`config.mk`:
```
export PLATFORM = sky130hd
export DESIGN_NAME = bpr_ctrl
export DESIGN_NICKNAME = d
export VERILOG_FILES = /design/src/design/bpr_pkg.sv /design/src/design/bpr_ctrl.sv
export SDC_FILE = /design/constraint.sdc
export NUM_CORES = 1
export LEC_CHECK = 0
export ABC_AREA = 1
export BUFFER_PORTS_ARGS = -buffer_cell sky130_fd_sc_hd__buf_2
export CAP_MARGIN = 30
export CORE_AREA = 2 2 43 45
export DETAILED_ROUTE_END_ITERATION = 16
export DIE_AREA = 0 0 45 47
export PLACE_DENSITY = 0.75
export SETUP_SLACK_MARGIN = 0.2
export SYNTH_ARGS = -nofsm -noshare
export SYNTH_HDL_FRONTEND = slang
export SYNTH_SLANG_ARGS = --single-unit
```
`constraint.sdc`:
```
create_clock -name clock -period 1.5 [get_ports clock]
set_input_delay 0.15 -clock clock [delete_from_list [all_inputs] [get_ports clock]]
set_output_delay 0.15 -clock clock [all_outputs]
set_load 0.02 [all_outputs]
```
`src/design/bpr_pkg.sv`:
```
// Package for block part reassembly: sizes, codes, channel and control types.
// Used by bpr_ctrl, bpr_datapath and block_part_reassembly.
`default_nettype none
package bpr_pkg;
   localparam int PART_BYTES       = 64;
   localparam int MAX_PARTS        = 64;
   localparam int BUFFER_BYTES     = 4096;
   localparam int FULL_BLOCK_BYTES = 4092;

   localparam int PART_W  = $clog2(PART_BYTES);        // byte offset within a part
   localparam int SCNT_W  = $clog2(PART_BYTES + 1);    // staged byte count
   localparam int ADDR_W  = $clog2(BUFFER_BYTES);      // store address
   localparam int CNT_W   = $clog2(BUFFER_BYTES + 1);  // walk counter
   localparam int START_W = 8 + PART_W;                // part index * PART_BYTES
   localparam int MAP_W   = 64;
   localparam int NEED_W  = 7;

   typedef enum logic [1:0] {
      KIND_START = 2'd0,
      KIND_HDR   = 2'd1,
      KIND_DATA  = 2'd2,
      KIND_FIN   = 2'd3
   } kind_type;

   typedef enum logic [2:0] {
      ST_STARTED    = 3'd0,
      ST_TAKEN      = 3'd1,
      ST_ACCEPTED   = 3'd2,
      ST_REJECTED   = 3'd3,
      ST_INCOMPLETE = 3'd4,
      ST_VALID      = 3'd5,
      ST_INVALID    = 3'd6
   } status_type;

   typedef struct packed {
      logic [1:0]  kind;
      logic [7:0]  block_id;
      logic [11:0] block_size;
      logic [7:0]  part_index;
      logic [7:0]  check_byte;
      logic [7:0]  data_byte;
      logic        last;
   } req_type;

   typedef struct packed {
      logic [2:0]       status;
      logic [MAP_W-1:0] pending_map;
      logic [6:0]       parts_expected;
      logic             partial_request;
   } rsp_type;

   // controller -> datapath
   typedef struct packed {
      logic       take;       // apply accepted request
      logic       cnt_inc;
      logic       stage_rd;
      logic       store_wr;   // copy write at start+cnt
      logic       store_rd;   // store read at cnt
      logic       hdr_load;
      logic       end_load;
      logic       sum_add;
      logic       commit;     // clear wanted bit
      logic       fin_fail;   // re-mark needed parts
      logic       st_wr;
      status_type st_val;
   } cmd_type;

   // datapath -> controller
   typedef struct packed {
      logic commit_ok;
      logic incomplete;
      logic copy_last;
      logic hdr_last;
      logic sum_end;
      logic sum_ok;
   } sts_type;
endpackage
`default_nettype wire

```
`src/design/bpr_ctrl.sv`:
```
// Controller FSM: request/response handshake, part copy and validation walks.
// Depends on bpr_pkg; drives bpr_datapath.
`default_nettype none
module bpr_ctrl (
   input  wire logic             clock,
   input  wire logic             reset,
   input  wire logic             req_valid,
   input  wire logic [1:0]       req_kind,
   input  wire logic             req_last,
   output logic                  req_stall,
   output logic                  rsp_valid,
   input  wire logic             rsp_stall,
   input  wire bpr_pkg::sts_type sts,
   output bpr_pkg::cmd_type      cmd
);
   import bpr_pkg::*;

   typedef enum logic [9:0] {
      S_IDLE = 10'b0000000001,
      S_CRD  = 10'b0000000010,
      S_CWR  = 10'b0000000100,
      S_HRD  = 10'b0000001000,
      S_HAC  = 10'b0000010000,
      S_PREP = 10'b0000100000,
      S_SRD  = 10'b0001000000,
      S_SAC  = 10'b0010000000,
      S_CMP  = 10'b0100000000,
      S_RESP = 10'b1000000000
   } state_type;

   state_type state_ff, state_in;

   assign req_stall = state_ff != S_IDLE;
   assign rsp_valid = state_ff == S_RESP;

   always_comb begin
      state_in = state_ff;
      cmd      = '0;
      case (state_ff)
         S_IDLE: begin
            if (req_valid) begin
               cmd.take = 1'b1;
               state_in = S_RESP;
               if ((kind_type'(req_kind) == KIND_DATA) && req_last && sts.commit_ok)
                  state_in = S_CRD;
               if ((kind_type'(req_kind) == KIND_FIN) && !sts.incomplete)
                  state_in = S_HRD;
            end
         end
         S_CRD: begin
            cmd.stage_rd = 1'b1;
            state_in     = S_CWR;
         end
         S_CWR: begin
            cmd.store_wr = 1'b1;
            cmd.cnt_inc  = 1'b1;
            state_in     = S_CRD;
            if (sts.copy_last) begin
               cmd.commit = 1'b1;
               cmd.st_wr  = 1'b1;
               cmd.st_val = ST_ACCEPTED;
               state_in   = S_RESP;
            end
         end
         S_HRD: begin
            cmd.store_rd = 1'b1;
            state_in     = S_HAC;
         end
         S_HAC: begin
            cmd.hdr_load = 1'b1;
            cmd.cnt_inc  = 1'b1;
            state_in     = sts.hdr_last ? S_PREP : S_HRD;
         end
         S_PREP: begin
            cmd.end_load = 1'b1;
            state_in     = S_SRD;
         end
         S_SRD: begin
            if (sts.sum_end) begin
               state_in = S_CMP;
            end else begin
               cmd.store_rd = 1'b1;
               state_in     = S_SAC;
            end
         end
         S_SAC: begin
            cmd.sum_add = 1'b1;
            cmd.cnt_inc = 1'b1;
            state_in    = S_SRD;
         end
         S_CMP: begin
            cmd.st_wr    = 1'b1;
            cmd.st_val   = sts.sum_ok ? ST_VALID : ST_INVALID;
            cmd.fin_fail = !sts.sum_ok;
            state_in     = S_RESP;
         end
         S_RESP: begin
            if (!rsp_stall)
               state_in = S_IDLE;
         end
         default: state_in = S_IDLE;
      endcase
   end

   always_ff @(posedge clock) begin
      if (reset)
         state_ff <= S_IDLE;
      else
         state_ff <= state_in;
   end
endmodule
`default_nettype wire

```
======== Word level (Yosys, flattened, before mapping) ========
Index checks and enable logic that the tools add are counted.
operators by class
  eq/ne operators ......................... 15
  muxes and demuxes ....................... 24
  reductions and logical operators ........ 8
operators by type and width
  cell                  count
  $pmux 10 s9           1
  $mux 10               5
  $mux 1                12
  $eq 10x1->1 const B   1
  $eq 10x10->1 const B  1
  $eq 10x2->1 const B   1
  $eq 10x3->1 const B   1
  $eq 10x4->1 const B   1
  $eq 10x5->1 const B   1
  $eq 10x6->1 const B   1
  $eq 10x7->1 const B   1
  $eq 10x8->1 const B   1
  $eq 10x9->1 const B   1
  $ne 10x1->1 const B   1
  $mux 9                1
  $pmux 4 s2            1
  $mux 6                1
  $eq 2x2->1 const B    2
  $mux 4                1
  $ne 2x2->1 const B    2
  $logic_and 1x1->1     3
  $reduce_or 3->1       1
  $logic_not 1->1       2
  $mux 2                1
  3 further kinds       3
storage, ports and cells
  input port bits ......................... 13
  register bits ........................... 10
  output and inout bits ................... 16

======== Logic depth before layout (Yosys ltp) ========
  depth after elaboration ................. 7
  gate-level depth with buffers ........... 9
  gate-level depth less buffers ........... 9

======== Least setup slack after synthesis ========
OpenSTA, ideal clock, no wires.
  path kind ............................... reg2out
  start ................................... reg state_ff[0]
  end ..................................... out cmd[1] in the netlist's numbering
  arrival ................................. 1.283 ns
  cell stages (with the launch flop) ...... 6
  path buffers ............................ 0
  data required time ...................... 1.350 ns
  setup slack ............................. 0.067 ns
  path through ............................ dfxtp_1 > nor2_2 > nand2_4 > nor2_4 > nand2_2 > o21ai_0
RTL lines
  what                    RTL line         RTL
  from (decl)             bpr_ctrl.sv:31   state_type state_ff, state_in;
  from (signal assigned)  bpr_ctrl.sv:109  state_ff <= state_in;
  to (decl)               bpr_ctrl.sv:14   output bpr_pkg::cmd_type cmd

==> results_dict.tcl <==
set metrics [dict create \
    gp_congestion 0.9328 \
    yosysSeqAreaShare_pct 27.12 \
    grt_pass1_vias 1018 \
    syn_avg_cell_area_sq_um 6.533 \
    critPathCaptureType "primary output" \
    worst-path-max-fanout 4 \
    ant_nets 0 \
    cts_tree "done" \
    worst_pin_slew_ns 0.2311 \
    gr-total-overflow 0 \
    min_period_ns 1.697 \
    dp_slack_ns 0.08650 \
    arrival_ns 1.55 \
    wl_per_cell_um 18.68 \
    regMostFlops "state_ff" \
    placed_cells 159 \
    syn_area_sq_um 738.2 \
    root_buffer "clkbuf_4" \
    synth_cell_types 22 \
    grt_antenna_before_repair 0 \
    drive_gt1_share_pct 69.89 \
    layout_setup_ws_ns -0.1974 \
    max_clock_freq_ghz 0.5891 \
    peakVddDrop_mv 0.9505 \
    largest_register_ffs 10 \
    fin_area_sq_um 1451 \
    grt_max_degree 7 \
    rows 15 \
    slew_viol_final 0 \
    layout.cells.non_filler 193 \
    syn_to_final_growth_pct 96.61 \
    syn_nets 126 \
    ys_ff_latch 10 \
    reg.largest.list "state_ff x10" \
    antenna_cells 0 \
    core-area_sq_um 1652 \
    worstHoldPathCells 2 \
    gr-usage-all-layers_pct 30.72 \
    final-setup-viol-count 18 \
    powerDensity_nw_per_um2 1330 \
    slew_headroom_pct 84.54 \
    h-tree-depth 1 \
    rsz0062_at_grt "yes" \
    whs_ns 0.07991 \
    fp.dieH_um 47 \
    yosysWarnings 0 \
    crit_type "register to primary output" \
    utilization_pct 87.88 \
    path_clk_slew_ns 0.07 \
    die_area_sq_um 2115 \
    port-buffer-count 28 \
    num_io_pins 29 \
    power_mw 1.930 \
    wl_um 3605 \
    place_area_sq_um 913.4 \
    vias 1086 \
    cp.required_ns 1.35 \
    final_nets 191 \
    startpoint_type "register" \
    cts_buffers 3 \
    cap_violations 0 \
    fin_crit_sh_pct 113.2 \
    outcome "complete, but fails checks" \
    clk_latency_ns 0.28 \
    chipWidth_um 45 \
    first_pass_iters 5 \
    dpl.hpwl_um 1486 \
    clkSinkCount 10 \
    reg2regPathDepth 10 \
    p_leak_nw 0.7676 \
    via_per_inst 5.627 \
    failed_checks "setup timing" \
    start_util_pct 44.70 \
    drtIter0Drc 85 \
    clock_skew_ns 0.01219 \
    timing_hold_violations_final 0 \
    tns_ns -1.638 \
    drcViolationCount 0 \
    clock_path_buffers 2 \
    syn_inst 113 \
    grt_pass1_wl_um 4554 \
    hold_path_class "input port to register" \
]
[what timing repair did]
| item | in CTS | in global routing |
|---|---|---|
| pin swaps | 11 | 14 |
| resized for setup | 54 | 34 |
| hold buffers | 0 | 0 |
| cloned | 0 | 0 |
| setup buffers | 22 | 9 |
| endpoints found under the setup margin | 20 | 26 |
[critical path, stage by stage (launching register included)]
cell	delay (ns)
dfxtp_4	0.36
nor2_4	0.18
nand2_2	0.11
nor2_2	0.11
nand2_2	0.09
inv_2	0.09
nand2_4	0.08
o21ai_2	0.09
buf_6	0.14
[synthesized netlist by cell type, drive strengths merged]
cell type	number	area, sq um
nor2	28	140.1
nand2	27	138.9
inv	25	93.84
dfxtp	10	200.2
nand3	7	45.04
nor3	5	46.30
nand3b	2	15.01
nor4	2	12.51
o22ai	2	12.51
and2	1	8.760
nand4	1	6.260
o21ai	1	5.000
o21bai	1	7.510
or2	1	6.260
[path summary, 6_finish.rpt]
check                                               from                        to  slack (ns)
worst min-delay path                              sts[1]  state_ff[7]$_SDFFE_PP0P_        0.08
worst min register to register  state_ff[4]$_SDFFE_PP0P_  state_ff[8]$_SDFFE_PP0P_        0.75
worst max register to register  state_ff[0]$_SDFFE_PP1P_  state_ff[3]$_SDFFE_PP0P_       -0.06
worst max-delay path            state_ff[8]$_SDFFE_PP0P_                    cmd[1]       -0.20
[final cells by class]
type | count | area (sq um)
fillers | 66 | 200.2
repair buffers | 60 | 495.5
clock buffers | 3 | 22.52
inverters | 25 | 96.34
flip-flops and latches | 10 | 217.7
well taps | 17 | 21.27
multi-input cells | 78 | 598.1
[layer usage]
metal  track usage [%]  part of all wire, %
met4             18.24                  4.5
met1             32.79                   34
met5                 0                    0
met3             11.15                   12
met2             52.29                   49
[power breakdown]
group / switching [mW] / internal (mW)
logic: 0.780 / 0.589
clock network: 0.102 / 0.0930
registers: 0.0487 / 0.317
total: 0.931 / 0.999
[cell usage in the layout (no fill, tap or decap)]
master / synthesis / final
buf_4: 0 / 28
buf_6: 0 / 20
inv_1: 23 / 17
nor2_1: 18 / 15
buf_2: 0 / 12
nand2_1: 18 / 11
nor2_4: 2 / 10
nand2_2: 6 / 8
nand2_4: 3 / 8
dfxtp_2: 0 / 8
inv_2: 2 / 7
nand3_1: 5 / 4
nor3_4: 1 / 3
nor2_2: 8 / 3
clkbuf_4: 0 / 3
nand3b_1: 2 / 2
nand3_2: 2 / 2
dfxtp_4: 0 / 2
inv_4: 0 / 1
and2_4: 1 / 1
o21ai_2: 0 / 1
nor3_2: 2 / 1
o21bai_1: 1 / 1
or2_4: 0 / 1
nor4_4: 0 / 1
nand3_4: 0 / 1
o22ai_2: 0 / 1
o22ai_1: 2 / 1
nand4_1: 1 / 1
nor3_1: 2 / 1
nor4_2: 0 / 1
[logic make-up after synthesis]
family / after synthesis / synth area share (%)
and+or+nand+nor: 74 / 56.78
AOI/OAI and AO/OA: 4 / 3.389
DFF: 10 / 27.12
buffers and inverters: 25 / 12.71
Power figures use the tool's default switching activity.
